[config.mk]
export PLATFORM = sky130hd
export DESIGN_NAME = copy_text_row_unescaper
export DESIGN_NICKNAME = d
export VERILOG_FILES = /design/src/hdl/ctru_pkg.sv /design/src/hdl/ctru_decode.sv /design/src/hdl/ctru_out_reg.sv /design/src/hdl/copy_text_row_unescaper.sv
export SDC_FILE = /design/constraint.sdc
export NUM_CORES = 1
export LEC_CHECK = 0
export ABC_AREA = 0
export BUFFER_PORTS_ARGS = -buffer_cell sky130_fd_sc_hd__buf_2
export CORE_MARGIN = 4
export CORE_UTILIZATION = 40
export DETAILED_ROUTE_END_ITERATION = 8
export PLACE_DENSITY = 0.65
export SYNTH_ARGS = -nofsm -noshare
export SYNTH_HDL_FRONTEND = slang
export SYNTH_SLANG_ARGS = --single-unit
[constraint.sdc]
create_clock -name clk -period 4.5 [get_ports clk]
set_input_delay 0.45 -clock clk [delete_from_list [all_inputs] [get_ports clk]]
set_output_delay 0.45 -clock clk [all_outputs]
set_load 0.01 [all_outputs]
[src/hdl/ctru_pkg.sv]
`timescale 1ns / 1ps
// ----------------------------------------------------------------------------
// ctru_pkg
// shared types and constants for the copy text row unescaper
// ----------------------------------------------------------------------------
package ctru_pkg;

  localparam int COL_W  = 11;
  localparam int BYTE_W = 8;

  // raw byte codes
  localparam logic [7:0] CHAR_TAB       = 8'h09;
  localparam logic [7:0] CHAR_NEWLINE   = 8'h0A;
  localparam logic [7:0] CHAR_BACKSLASH = 8'h5C;
  localparam logic [7:0] CHAR_UPPER_N   = 8'h4E;
  localparam logic [7:0] CHAR_LOWER_B   = 8'h62;
  localparam logic [7:0] CHAR_LOWER_F   = 8'h66;
  localparam logic [7:0] CHAR_LOWER_N   = 8'h6E;
  localparam logic [7:0] CHAR_LOWER_R   = 8'h72;
  localparam logic [7:0] CHAR_LOWER_T   = 8'h74;
  localparam logic [7:0] CHAR_LOWER_V   = 8'h76;

  // decoded control bytes
  localparam logic [7:0] CTRL_BS = 8'h08;
  localparam logic [7:0] CTRL_FF = 8'h0C;
  localparam logic [7:0] CTRL_LF = 8'h0A;
  localparam logic [7:0] CTRL_CR = 8'h0D;
  localparam logic [7:0] CTRL_HT = 8'h09;
  localparam logic [7:0] CTRL_VT = 8'h0B;

  // register indexes
  localparam logic REG_EXPECTED_COLUMNS = 1'b0;

  typedef enum logic [1:0] {
    MODE_NORMAL,
    MODE_ESCAPE,
    MODE_NULL,
    MODE_DISCARD
  } ctru_mode_t;

  typedef enum logic [1:0] {
    KIND_DATA,
    KIND_FIELD_END,
    KIND_ROW_END,
    KIND_ERROR
  } ctru_kind_t;

  typedef enum logic [2:0] {
    ERR_NONE,
    ERR_BAD_ESCAPE,
    ERR_NULL_NOT_FIRST,
    ERR_AFTER_NULL,
    ERR_COLUMNS
  } ctru_err_t;

  typedef struct packed {
    ctru_mode_t         mode;
    logic               field_started;
    logic [COL_W-1:0]   column_count;
  } ctru_state_t;

  typedef struct packed {
    ctru_kind_t         kind;
    logic [BYTE_W-1:0]  data_byte;
    logic               field_is_null;
    logic [COL_W-1:0]   column_index;
    ctru_err_t          error_code;
  } ctru_result_t;

endpackage

[src/hdl/ctru_decode.sv]
`timescale 1ns / 1ps
// ----------------------------------------------------------------------------
// ctru_decode
// per-byte decode: next row state and the result the byte causes
// ----------------------------------------------------------------------------
module ctru_decode #(
  parameter int MAX_COLUMNS = 2048
) (
  input  logic [ctru_pkg::BYTE_W-1:0] byte_i,
  input  ctru_pkg::ctru_state_t       state_i,
  input  logic [ctru_pkg::COL_W-1:0]  expected_columns_i,
  output ctru_pkg::ctru_state_t       state_o,
  output logic                        res_valid_o,
  output ctru_pkg::ctru_result_t      res_o
);

  localparam int CapInt = (MAX_COLUMNS - 1 < 2047) ? MAX_COLUMNS - 1 : 2047;
  localparam logic [ctru_pkg::COL_W-1:0] COL_CAP = ctru_pkg::COL_W'(CapInt);

  logic [ctru_pkg::COL_W-1:0] col_inc;
  logic                       esc_ok;
  logic [7:0]                 esc_byte;

  assign col_inc = (state_i.column_count >= COL_CAP) ? COL_CAP
                                                     : state_i.column_count + 11'd1;

  always_comb begin
    esc_ok   = 1'b1;
    esc_byte = ctru_pkg::CHAR_BACKSLASH;
    case (byte_i)
      ctru_pkg::CHAR_LOWER_B:   esc_byte = ctru_pkg::CTRL_BS;
      ctru_pkg::CHAR_LOWER_F:   esc_byte = ctru_pkg::CTRL_FF;
      ctru_pkg::CHAR_LOWER_N:   esc_byte = ctru_pkg::CTRL_LF;
      ctru_pkg::CHAR_LOWER_R:   esc_byte = ctru_pkg::CTRL_CR;
      ctru_pkg::CHAR_LOWER_T:   esc_byte = ctru_pkg::CTRL_HT;
      ctru_pkg::CHAR_LOWER_V:   esc_byte = ctru_pkg::CTRL_VT;
      ctru_pkg::CHAR_BACKSLASH: esc_byte = ctru_pkg::CHAR_BACKSLASH;
      default:                  esc_ok   = 1'b0;
    endcase
  end

  always_comb begin
    state_o                  = state_i;
    res_valid_o              = 1'b0;
    res_o.kind               = ctru_pkg::KIND_DATA;
    res_o.data_byte          = '0;
    res_o.field_is_null      = 1'b0;
    res_o.column_index       = state_i.column_count;
    res_o.error_code         = ctru_pkg::ERR_NONE;

    case (state_i.mode)
      ctru_pkg::MODE_NORMAL, ctru_pkg::MODE_NULL: begin
        if (byte_i == ctru_pkg::CHAR_TAB) begin
          res_valid_o           = 1'b1;
          res_o.kind            = ctru_pkg::KIND_FIELD_END;
          res_o.field_is_null   = (state_i.mode == ctru_pkg::MODE_NULL);
          state_o.column_count  = col_inc;
          state_o.field_started = 1'b0;
          state_o.mode          = ctru_pkg::MODE_NORMAL;
        end else if (byte_i == ctru_pkg::CHAR_NEWLINE) begin
          res_valid_o = 1'b1;
          if (col_inc != expected_columns_i) begin
            res_o.kind       = ctru_pkg::KIND_ERROR;
            res_o.error_code = ctru_pkg::ERR_COLUMNS;
          end else begin
            res_o.kind          = ctru_pkg::KIND_ROW_END;
            res_o.field_is_null = (state_i.mode == ctru_pkg::MODE_NULL);
          end
          state_o.column_count  = '0;
          state_o.field_started = 1'b0;
          state_o.mode          = ctru_pkg::MODE_NORMAL;
        end else if (state_i.mode == ctru_pkg::MODE_NULL) begin
          // anything else after a null marker
          res_valid_o      = 1'b1;
          res_o.kind       = ctru_pkg::KIND_ERROR;
          res_o.error_code = ctru_pkg::ERR_AFTER_NULL;
          state_o.mode     = ctru_pkg::MODE_DISCARD;
        end else if (byte_i == ctru_pkg::CHAR_BACKSLASH) begin
          state_o.mode = ctru_pkg::MODE_ESCAPE;
        end else begin
          res_valid_o           = 1'b1;
          res_o.data_byte       = byte_i;
          state_o.field_started = 1'b1;
        end
      end

      ctru_pkg::MODE_ESCAPE: begin
        if (byte_i == ctru_pkg::CHAR_UPPER_N) begin
          if (state_i.field_started) begin
            res_valid_o      = 1'b1;
            res_o.kind       = ctru_pkg::KIND_ERROR;
            res_o.error_code = ctru_pkg::ERR_NULL_NOT_FIRST;
            state_o.mode     = ctru_pkg::MODE_DISCARD;
          end else begin
            state_o.mode = ctru_pkg::MODE_NULL;
          end
        end else if (esc_ok) begin
          res_valid_o           = 1'b1;
          res_o.data_byte       = esc_byte;
          state_o.field_started = 1'b1;
          state_o.mode          = ctru_pkg::MODE_NORMAL;
        end else begin
          res_valid_o      = 1'b1;
          res_o.kind       = ctru_pkg::KIND_ERROR;
          res_o.error_code = ctru_pkg::ERR_BAD_ESCAPE;
          if (byte_i == ctru_pkg::CHAR_NEWLINE) begin
            // the newline still closes the row
            state_o.column_count  = '0;
            state_o.field_started = 1'b0;
            state_o.mode          = ctru_pkg::MODE_NORMAL;
          end else begin
            state_o.mode = ctru_pkg::MODE_DISCARD;
          end
        end
      end

      default: begin
        if (byte_i == ctru_pkg::CHAR_NEWLINE) begin
          state_o.column_count  = '0;
          state_o.field_started = 1'b0;
          state_o.mode          = ctru_pkg::MODE_NORMAL;
        end
      end
    endcase
  end

endmodule

[src/hdl/ctru_out_reg.sv]
`timescale 1ns / 1ps
// ----------------------------------------------------------------------------
// ctru_out_reg
// result register on the output stream
// ----------------------------------------------------------------------------
module ctru_out_reg (
  input  logic                   clk,
  input  logic                   rst_n,
  input  logic                   load_i,
  input  ctru_pkg::ctru_result_t res_i,
  input  logic                   ready_i,
  output logic                   free_o,
  output logic                   valid_o,
  output ctru_pkg::ctru_result_t res_o
);

  logic                   valid_r;
  logic                   valid_nxt;
  ctru_pkg::ctru_result_t res_r;

  // can take a new transaction when empty or being drained this cycle
  assign free_o    = !valid_r || ready_i;
  assign valid_nxt = load_i || (valid_r && !ready_i);

  always_ff @(posedge clk) begin
    if (!rst_n) begin
      valid_r <= 1'b0;
    end else begin
      valid_r <= valid_nxt;
    end
  end

  always_ff @(posedge clk) begin
    if (load_i) begin
      res_r <= res_i;
    end
  end

  assign valid_o = valid_r;
  assign res_o   = res_r;

endmodule

[src/hdl/copy_text_row_unescaper.sv]
`timescale 1ns / 1ps
// ----------------------------------------------------------------------------
// copy_text_row_unescaper
// byte-wide decoder for bulk-copy text rows with escape and column checking
// ----------------------------------------------------------------------------
// One raw byte enters per transaction and the block keeps up at one byte per
// clock while the output is not stalled. Each accepted byte sits in an input
// register while the decode logic works out the row state update and its
// result; the result then moves into the output register, which presents it
// on the result stream. Bytes that yield no result (a lone backslash, the N of
// a null marker, bytes skipped after an error) pass the input register alike
// and leave nothing on the output. The only stall comes from the output side:
// a byte waiting in the input register that has a result holds until the
// output register is free, and the input still takes a byte while a finished
// result waits to be taken. expected_columns is written over the APB port at
// byte address 0 and should only change while the stream is idle.
// ----------------------------------------------------------------------------
module copy_text_row_unescaper #(
  parameter int MAX_COLUMNS = 2048
) (
  input  logic        clk,
  input  logic        rst_n,

  // input stream
  input  logic        in_tvalid,
  output logic        in_tready,
  input  logic [7:0]  in_tdata,    // [7:0] in_byte

  // result stream
  output logic        out_tvalid,
  input  logic        out_tready,
  output logic [23:0] out_tdata,   // [7:0] data_byte, [8] field_is_null,
                                   // [19:9] column_index, [22:20] error_code,
                                   // [23] zero
  output logic [1:0]  out_tuser,   // [1:0] kind

  // configuration
  input  logic        cfg_psel,
  input  logic        cfg_penable,
  input  logic        cfg_pwrite,
  input  logic [2:0]  cfg_paddr,
  input  logic [31:0] cfg_pwdata,
  output logic [31:0] cfg_prdata,
  output logic        cfg_pready
);

  // configuration register
  logic [ctru_pkg::COL_W-1:0] expected_columns_r;
  logic                       cfg_write;

  // input register stage
  logic                        s1_valid_r;
  logic                        s1_valid_nxt;
  logic [ctru_pkg::BYTE_W-1:0] s1_byte_r;
  logic                        s1_advance;

  // row state
  ctru_pkg::ctru_state_t state_r;
  ctru_pkg::ctru_state_t state_nxt;

  // decode result and output register
  logic                   res_valid;
  ctru_pkg::ctru_result_t res;
  logic                   out_free;
  logic                   out_load;
  ctru_pkg::ctru_result_t out_res;

  // ---------------- configuration port ----------------
  assign cfg_pready = 1'b1;
  assign cfg_write  = cfg_psel && cfg_penable && cfg_pwrite && cfg_pready
                      && (cfg_paddr[2] == ctru_pkg::REG_EXPECTED_COLUMNS);

  always_ff @(posedge clk) begin
    if (!rst_n) begin
      expected_columns_r <= '0;
    end else if (cfg_write) begin
      expected_columns_r <= cfg_pwdata[ctru_pkg::COL_W-1:0];
    end
  end

  always_comb begin
    cfg_prdata = '0;
    if (cfg_paddr[2] == ctru_pkg::REG_EXPECTED_COLUMNS) begin
      cfg_prdata = {21'd0, expected_columns_r};
    end
  end

  // ---------------- input register ----------------
  // the held byte moves on when it has no result or the output can take it
  assign s1_advance   = s1_valid_r && (!res_valid || out_free);
  assign in_tready    = !s1_valid_r || s1_advance;
  assign s1_valid_nxt = (in_tvalid && in_tready) || (s1_valid_r && !s1_advance);

  always_ff @(posedge clk) begin
    if (!rst_n) begin
      s1_valid_r <= 1'b0;
    end else begin
      s1_valid_r <= s1_valid_nxt;
    end
  end

  always_ff @(posedge clk) begin
    if (in_tvalid && in_tready) begin
      s1_byte_r <= in_tdata;
    end
  end

  // ---------------- decode ----------------
  ctru_decode #(
    .MAX_COLUMNS (MAX_COLUMNS)
  ) u_decode (
    .byte_i             (s1_byte_r),
    .state_i            (state_r),
    .expected_columns_i (expected_columns_r),
    .state_o            (state_nxt),
    .res_valid_o        (res_valid),
    .res_o              (res)
  );

  // row state only moves when the held byte is consumed
  always_ff @(posedge clk) begin
    if (!rst_n) begin
      state_r.mode          <= ctru_pkg::MODE_NORMAL;
      state_r.field_started <= 1'b0;
      state_r.column_count  <= '0;
    end else if (s1_advance) begin
      state_r <= state_nxt;
    end
  end

  // ---------------- output register ----------------
  assign out_load = s1_advance && res_valid;

  ctru_out_reg u_out_reg (
    .clk     (clk),
    .rst_n   (rst_n),
    .load_i  (out_load),
    .res_i   (res),
    .ready_i (out_tready),
    .free_o  (out_free),
    .valid_o (out_tvalid),
    .res_o   (out_res)
  );

  assign out_tuser = out_res.kind;
  assign out_tdata = {1'b0, out_res.error_code, out_res.column_index,
                      out_res.field_is_null, out_res.data_byte};

  // ---------------- assertions ----------------
  // input only stalls behind a full, stalled output
  assert property (@(posedge clk) disable iff (!rst_n)
    !in_tready |-> (s1_valid_r && out_tvalid && !out_tready))
    else $error("input stalled without output back-pressure");

  // nothing comes out while skipping the rest of a bad row
  assert property (@(posedge clk) disable iff (!rst_n)
    (s1_valid_r && state_r.mode == ctru_pkg::MODE_DISCARD) |-> !res_valid)
    else $error("result produced while discarding");

  // a byte with a result waiting on a stalled output stays held
  assert property (@(posedge clk) disable iff (!rst_n)
    (s1_valid_r && res_valid && out_tvalid && !out_tready) |=> s1_valid_r)
    else $error("held byte lost while output stalled");

  // an error result always carries a code, other results never do
  assert property (@(posedge clk) disable iff (!rst_n)
    out_tvalid |-> ((out_res.kind == ctru_pkg::KIND_ERROR) ==
                    (out_res.error_code != ctru_pkg::ERR_NONE)))
    else $error("error kind and code disagree");

  // a row that ends returns the column counter to zero
  assert property (@(posedge clk) disable iff (!rst_n)
    (out_load && res.kind == ctru_pkg::KIND_ROW_END) |=> (state_r.column_count == '0))
    else $error("column count not cleared at row end");

endmodule
==> impl_results.md, run 1 <==
- Synth Area in XOR/XNOR: 0.0280
- Largest family of logic cells by synthesized area: simple AND/OR/NAND/NOR gates
- Most frequent cells in the layout: buf_2 (64), nand2_1 (43), edfxtp_1 (33)
- Final WS setup: around 1.3 ns
- Unrepaired setup endpoints after global routing: no
- Cell Area, Synth: ~3400 um^2
- Diodes inserted: 0
- ANT nets after route: 0
- Root Driver: clkbuf_8
- Commonest non-fill, non-tap cell in the layout: buf_2
- CTS tree: built
- Clock buffer depth: 2
- Seq/Total Area, Yosys: 0.451
- F_max: 0.312 GHz
- CP endpoint kind: register
- Initial antenna violation count: 0
- Slew Limit Fails: 0
- Netlist cell types: 63
- Worst Setup Start Kind: register
- Drt total wl: 7.44 mm
- Number of synthesized flops with an enable pin: 33
- Simple-Gate Fraction of Synth Area: 0.242
- Crit path time final: around 3.2 ns
- Rows: 33
- DIE HEIGHT: around 100 um
- Layout area overhead: 13.3%
- Vias per cell: about 5.3
- Tcrit/Tclk final: 0.713
- Synth Area in Compound Gates: 0.173
- #FFs+latches synth: 60
- CTS resizes: 0
- Total CTS buffers: 9
- CTS Hold Bufs: 0
- Largest net degree at the start of global routing: 28
- Reg clk slew, reported paths: around 0.07 ns
- Setup TNS: 0 ns
- # H-tree levels: 3
- Worst VDD drop: around 0.14 mV
- Routed via count: between 2,000 and 3,000
- All-Layer GR Usage: 0.153
- PortBufs: 64
- GRT overflow: 0
- First-pass GRT wire length: between 10 and 15 mm
- Post-Syn Instances: around 370
- Vias in the first global route: 2,552
- Post CTS Setup Buffer Count: 0
- Nets: approximately 470
- Initial Util: 0.411
- Synth Area per Inst: just over 9 um^2
- Die W: roughly 100 um
- Worst Path Max Fanout: 10
- DRC: 0
- WL/cell: about 14 um
- DP HPWL: between 5 and 6 mm
- Kind of critical path: register to register
- Hold Crit Class: input pin to register
- IO Pins: 111
- Warnings, synthesis: 0
- Core box area: approximately 8300 um^2
- Primary FF master, synth: edfxtp_1
- Mux cell area share after synthesis: 0.0118
- Clock latency at the later pin of the worst-skew pair: 0.34 ns
- Setup violators final: 0
- Die area: about 10,000 um^2
- Share of layout cells above drive strength 1: 0.216
- Drt pass-1 iters: 5
- Cell Pwr Density: 304 nW/um^2
- Final hold violations: 0
- GP Congestion: 0.911
- Starting DRT DRC Count: 212
- Clk sinks: 60
- Worst EP arrival: 3.30 ns
- MaxCap Viol Count: 0
- Clock Skews: 0.00577 ns
- Post-Synth Adder-Cell Area: 0.00368
- Status: complete, no violations
- Leakage power: approximately 1.5 nW
- Pre-CTS setup slack: 1.35 ns
- Critical Path RT: roughly 4.6 ns
- Async SR Flop Fraction: 0
[final timing paths]
check                           cells after the start                                from                            endpoint  slack (ns)
worst min-delay path                                1                         in_tdata[1]              s1_byte_r[1]$_DFFE_PP_        0.28
worst max register to register                      8             state_r[0]$_SDFFE_PN0P_       u_out_reg.res_o[23]$_DFFE_PP_        1.29
worst min register to register                      2  expected_columns_r[8]$_SDFFE_PN0P_  expected_columns_r[8]$_SDFFE_PN0P_        0.51
worst max-delay path                                8             state_r[0]$_SDFFE_PN0P_       u_out_reg.res_o[23]$_DFFE_PP_        1.29
[flip-flops by register name (all words and copies together), names as in the netlist]
name,cells
expected_columns_r,11
s1_byte_r,8
state_r,14
u_out_reg.valid_o,1
s1_valid_r,1
u_out_reg.res_o,25
[through the flow]
| stage | power [mW] | cell area [um^2] | util | hold WS, ns | cells |
|---|---|---|---|---|---|
| 6_report | 1.17 | 3850 | 0.466 | 0.284 | 530 |
| 4_1_cts | 1.18 | 3850 | 0.466 | 0.269 | 530 |
| 3_5_place_dp | 0.711 | 3660 | 0.443 | 0.497 | 514 |
| 5_1_grt | 1.22 | 3850 | 0.466 | 0.268 | 530 |
| 3_3_place_gp | 0.709 | 3660 | 0.443 | 0.484 | 514 |
| 2_1_floorplan | 0.691 | 3480 | - | 0.431 | 387 |
[kinds of logic (layout without fill, tap and decap cells)]
group	count (synthesis)	after routing
AOI/OAI and AO/OA	88	88
DFF	60	60
other	2	23
and+or+nand+nor	152	152
xor gates and xnor gates	10	10
buffers and inverters	49	87
muxes	4	4
adders and majority gates	1	1
[routing by layer]
layer	GRT usage	up-vias	part of all wire
li1	-	1386	-
met1	0.218	1271	0.48
met2	0.215	112	0.42
met3	0.0396	16	0.083
met4	0.0736	0	0.022
met5	0	-	0
[worst max-delay path, cell delays in order (launching register included)]
cell and delay, ns:
dfxtp_1 0.52, ha_1 0.36, and3_4 0.28, and3_4 0.21, mux2i_1 0.28, xnor2_1 0.09
or4_1 0.48, or4_4 0.53, o21a_1 0.21
[cell usage after synthesis (3+ instances only)]
cell type	number	share of area
xnor2_1	3	0.0077
and3_1	6	0.011
buf_6	3	0.0099
nand3_1	11	0.016
mux2i_1	4	0.012
xor2_1	6	0.015
inv_1	6	0.0066
a21boi_0	17	0.038
nor3_1	4	0.0059
a22oi_1	3	0.0066
nand2b_1	6	0.011
nor2b_1	19	0.035
a21oi_1	18	0.027
nor4_1	4	0.0074
nand4_1	4	0.0074
nand2_1	43	0.048
a21o_1	3	0.0066
o21ai_0	17	0.025
edfxtp_1	33	0.29
and2_1	6	0.011
buf_2	4	0.0059
o22ai_1	4	0.0074
or4_1	3	0.0066
clkbuf_1	12	0.013
buf_4	23	0.051
a31oi_1	7	0.013
dfxtp_1	27	0.16
nor2_1	27	0.030
[layout make-up]
cell class / instances / area [um^2]
repair buffers: 65 / 328
multi-input cells: 278 / 1650
clock buffers: 10 / 138
fillers: 829 / 4410
inverters: 6 / 22.5
well taps: 105 / 131
clock inverters: 6 / 53.8
flip-flops and latches: 60 / 1530
[report_power, final]
group	switching, mW	total [mW]	internal, mW
registers	0.0135	0.611	0.597
logic	0.0520	0.0882	0.0362
clock network	0.206	0.470	0.265
total	0.271	1.17	0.898
Note: power is estimated with default switching activity, not from simulation.
==> run 2, diff against run 1 <==
- clock period: 4.5 -> 3.29 ns (I/O delays scaled with it)
==> run 2 against run 1 <==
  * Setup slack got worse by 1.0 ns
  * Final cell count rose by 0.19%
  * Flip-flop and latch count did not move
  * Total power rose by 45%
  * Critical path depth did not move
  * First-iteration DRC count rose by 1.9%
  * Sequential share of layout area fell by 0.46 points
  * Non-clock buffer count rose by 1
  * Register-to-register slack got worse by 1.0 ns
  * Clock skew rose by 0.00094 ns
  * Maximum frequency rose by 5.8%
  * Critical path type unchanged
  * Critical endpoint unchanged
==> impl_results.md, run 2 (synthesis gave the netlist of run 1 again) <==
- Status: complete, no violations
- Critical Path RT: roughly 3.4 ns
- Layout area overhead: 14.7%
- CTS tree: built
- Routed via count: ~2,700
- CTS resizes: 0
- DRC: 0
- Buf+Inv Stages, Crit Path: 0
- First-pass GRT wire length: around 12 mm
- DP HPWL: ~5.4 mm
- Drt pass-1 iters: 4
- Post-Layout Cell Count: ~530
- Initial Util: 0.411
- Final WS setup: between 0.2 and 0.3 ns
- Drt total wl: about 7.3 mm
- Worst Path Max Fanout: 7
- Vias in the first global route: ~2,500
- GP Congestion: just under 0.9
- Largest net degree at the start of global routing: 28
- Most frequent CP cell: and3_4
- Worst VDD drop: between 0.15 and 0.2 mV
- Starting DRT DRC Count: ~220
- Tcrit/Tclk final: 0.922
- All-Layer GR Usage: 0.149
- Final hold violations: 0
- Placed Area: roughly 3700 um^2
- Root Driver: clkbuf_8
- F_max: 0.330 GHz
- Rows: 33
- Footprint of the multi-input gates: 1650 um^2
- Vias per cell: 5.15
- Setup TNS: 0 ns
- ANT nets after route: 0
- CTS Hold Bufs: 0
- Total chip power: 1.69 mW
- Nets: 472
- Core box area: approximately 8300 um^2
- Total CTS buffers: 9
- Clk sinks: 60
- Unrepaired setup endpoints after global routing: no
- Die area: 10,000 um^2
- Slew Limit Fails: 0
- Share of layout cells above drive strength 1: 0.221
- PortBufs: 64
- DIE HEIGHT: around 100 um
- Top cell family by delay on the critical path: simple AND/OR/NAND/NOR gates
- Clock Skews: about 0.0067 ns
- Diodes inserted: 0
- Largest stage delay, worst path: between 0.5 and 0.6 ns
- MaxCap Viol Count: 0
- Leakage power: 1.56 nW
- CP endpoint kind: register
- Cell Pwr Density: ~430 nW/um^2
- Kind of critical path: register to register
- Placed insts: 515
- Final Cell Area: 3890 um^2
- IO Pins: between 100 and 150
- Reg clk slew, reported paths: roughly 0.070 ns
- Initial antenna violation count: 0
- Worst Setup Start Kind: register
- Post CTS Setup Buffer Count: 0
- Worst EP arrival: roughly 3.1 ns
- Die W: around 100 um
- # H-tree levels: 3
- Crit-path slowest cell: or4_4
- Pre-CTS setup slack: between 0.2 and 0.3 ns
- Final hold slack: between 0.15 and 0.2 ns
- Worst path cell trace: ha_1 > and3_4 > and3_4 > mux2i_1 > xnor2_1 > or4_1 > or4_4 > o21a_1
- Clock buffer depth: 2
- Clock latency at the later pin of the worst-skew pair: roughly 0.33 ns
- Setup violators final: 0
- Hold Crit Class: input pin to register
- Final Core Density: 0.472
- Commonest non-fill, non-tap cell in the layout: buf_2
- GRT overflow: 0
- Register area: ~1500 um^2
- Max reg flops: 25
- Crit path time final: between 3 and 4 ns
- Fill count: between 800 and 900
- Most frequent cells in the layout: buf_2 (64), nand2_1 (43), edfxtp_1 (33)
- WL/cell: 13.7 um
## run 2: layout make-up
| cell class | instances | area share |
|---|---|---|
| clock buffer | 11 | 0.0447 |
| tap | 105 | 0.0337 |
| inverter | 6 | 0.00578 |
| clock inverter | 5 | 0.0141 |
| sequential | 60 | 0.393 |
| timing repair buffer | 66 | 0.0861 |
| multi-input combinational | 278 | 0.422 |
## run 2: final timing paths
check | from | end | slack, ns | cells past startpoint
worst max register to register | state_r[1]$_SDFFE_PN0P_ | u_out_reg.res_o[23]$_DFFE_PP_ | 0.26 | 8
worst min register to register | expected_columns_r[8]$_SDFFE_PN0P_ | expected_columns_r[8]$_SDFFE_PN0P_ | 0.50 | 2
worst max-delay path | state_r[1]$_SDFFE_PN0P_ | u_out_reg.res_o[23]$_DFFE_PP_ | 0.26 | 8
worst min-delay path | in_tdata[6] | s1_byte_r[6]$_DFFE_PP_ | 0.17 | 1
## run 2: power by group
group | leakage [nW] | switching, mW | internal (mW) | total [mW]
sequential | 0.528 | 0.0183 | 0.817 | 0.835
combinational | 0.917 | 0.0704 | 0.0495 | 0.120
clock | 0.112 | 0.297 | 0.439 | 0.736
total | 1.56 | 0.386 | 1.30 | 1.69
## run 2: layer usage
| layer | global-route usage | wire length, um |
|---|---|---|
| met1 | 0.219 | 3530 |
| met2 | 0.210 | 3110 |
| met3 | 0.0320 | 479 |
| met4 | 0.0663 | 138 |
| met5 | 0 | 0 |
==> run 3, diff against run 2 <==
- PLACE_DENSITY: 0.65 -> unset
- PLACE_DENSITY_LB_ADDON: unset -> 0.12
==> run 3 against run 2 <==
  * Hold slack got worse by 0.0018 ns
  * Setup slack worse by 0.028 ns
  * Wire length is 2.9% higher
  * Sequential share of layout area is 0.64 points higher
  * Sequential power is essentially flat
  * Clock power fell by 26%
  * Global-route usage rose by 0.45 points
  * Largest cell class unchanged
  * Largest power group unchanged
==> impl_results.md, run 3 (synthesis gave the netlist of run 1 again) <==
- CTS Hold Bufs: 0
- WL/cell: approximately 14 um
- Worst Tran Pin Value: 0.497 ns
- Total CTS buffers: 9
- Largest stage delay, worst path: 0.53 ns
- CTS tree: built
- Worst Path Max Fanout: 7
- Worst Setup Start Kind: register
- Clock Power Share: 0.364
- Clock latency at the later pin of the worst-skew pair: about 0.33 ns
- Starting DRT DRC Count: 119
- Share of layout cells above drive strength 1: 0.218
- Most frequent CP cell: and3_4
- Final hold violations: 0
- CTS resizes: 0
- Sw frac: 0.246
- Largest net degree at the start of global routing: 28
- Status: complete, no violations
- Layout area overhead: 12.8%
- Commonest non-fill, non-tap cell in the layout: buf_2
- Critical Path RT: 3.37 ns
- Routed via count: between 2,000 and 3,000
- Kind of critical path: register to register
- First-pass GRT wire length: roughly 12 mm
- Cell Pwr Density: 392 nW/um^2
- Diodes inserted: 0
- Hold Crit Class: input pin to register
- Slew Limit Fails: 0
- Worst path cell trace: ha_1 > and3_4 > and3_4 > mux2i_1 > xnor2_1 > or4_1 > or4_4 > and3_1
- Crit-path slowest cell: or4_4
- Int Pwr: about 1.1 mW
- Worst EP arrival: 3.14 ns
- Reg clk slew, reported paths: 0.07 ns
- DP HPWL: about 5.4 mm
- Drt pass-1 iters: 5
- Clock buffer depth: 2
- Root Driver: clkbuf_8
- GP Congestion: between 0.8 and 0.9
- Max reg flops: 25
- All-Layer GR Usage: 0.154
- Worst VDD drop: about 0.18 mV
- F_max: 0.327 GHz
- Die area: roughly 10,000 um^2
- Vias per cell: ~5.2
- Vias in the first global route: about 2,600
- GRT overflow: 0
- Setup violators final: 0
- Die W: between 100 and 150 um
- Setup TNS: 0 ns
- Most frequent cells in the layout: buf_2 (64), nand2_1 (43), edfxtp_1 (33)
- Slew HR: 0.667
- DIE HEIGHT: between 100 and 150 um
- Final hold slack: between 0.15 and 0.2 ns
- PortBufs: between 60 and 70
- Logic pwr share: 0.080
- DRC: 0
- Tcrit/Tclk final: 0.930
- Clk sinks: 60
- Total chip power: about 1.5 mW
- Reg power frac: 0.556
- Core box area: around 8300 um^2
- ANT nets after route: 0
- Leakage power: ~1.5 nW
- Post CTS Setup Buffer Count: 0
- Unrepaired setup endpoints after global routing: no
- CP endpoint kind: register
- IO Pins: between 100 and 150
- Nets: approximately 470
- Initial antenna violation count: 0
- Crit path time final: ~3.1 ns
- Psw: 0.370 mW
- MaxCap Viol Count: 0
- Drt total wl: 7.47 mm
- Rows: 33
- Clock Skews: roughly 0.0073 ns
- Initial Util: 0.411
- # H-tree levels: 3
## run 3: path summary, 6_finish.rpt
kind | cells after the start | startpoint | end | slack [ns]
max reg2reg | 8 | state_r[1]$_SDFFE_PN0P_ | u_out_reg.res_o[2]$_DFFE_PP_ | 0.23
min | 1 | in_tdata[5] | s1_byte_r[5]$_DFFE_PP_ | 0.17
min reg2reg | 2 | expected_columns_r[7]$_SDFFE_PN0P_ | expected_columns_r[7]$_SDFFE_PN0P_ | 0.49
max | 8 | state_r[1]$_SDFFE_PN0P_ | u_out_reg.res_o[2]$_DFFE_PP_ | 0.23
## run 3: layout make-up
class                   instances  area (um^2)
clock buffers                  10          128
clock inverters                 6         31.3
fillers                       847         4430
inverters                       6         22.5
multi-input cells             278         1650
flip-flops and latches         60         1530
well taps                     105          131
repair buffers                 67          343
## run 3: worst max-delay path: cells and delay by family, from the launching register on
family,cells,cell delay (ns)
xor gates and xnor gates,1,0.08
adders and majority gates,1,0.33
DFF,1,0.45
muxes,1,0.26
and+or+nand+nor,5,1.69
## run 3: power by group through the flow
stage                     Sequential (mW)  Clock, mW  Combinational [mW]
after floorplan                     0.851          0              0.0935
after global placement              0.851          0               0.119
after detailed placement            0.851          0               0.121
after CTS                           0.835      0.561               0.121
after global routing                0.838      0.605               0.135
final                               0.835      0.546               0.120
## run 3: per-stage QoR
stage | std cells | setup WS [ns] | utilization | cell area [um^2]
floorplan | 387 | 0.442 | - | 3480
global route | 532 | 0.0896 | 0.464 | 3830
CTS | 532 | 0.251 | 0.464 | 3830
global placement | 516 | 0.282 | 0.445 | 3670
detailed placement | 516 | 0.269 | 0.445 | 3670
finish | 532 | 0.229 | 0.464 | 3830
## run 3: metal layers
| layer | up-vias | global-route usage | wire length, um |
|---|---|---|---|
| met2 | 102 | 0.217 | 3090 |
| met5 | - | 0 | 0 |
| met4 | 0 | 0.0477 | 65 |
| met1 | 1276 | 0.229 | 3790 |
| li1 | 1385 | - | - |
| met3 | 4 | 0.0396 | 526 |
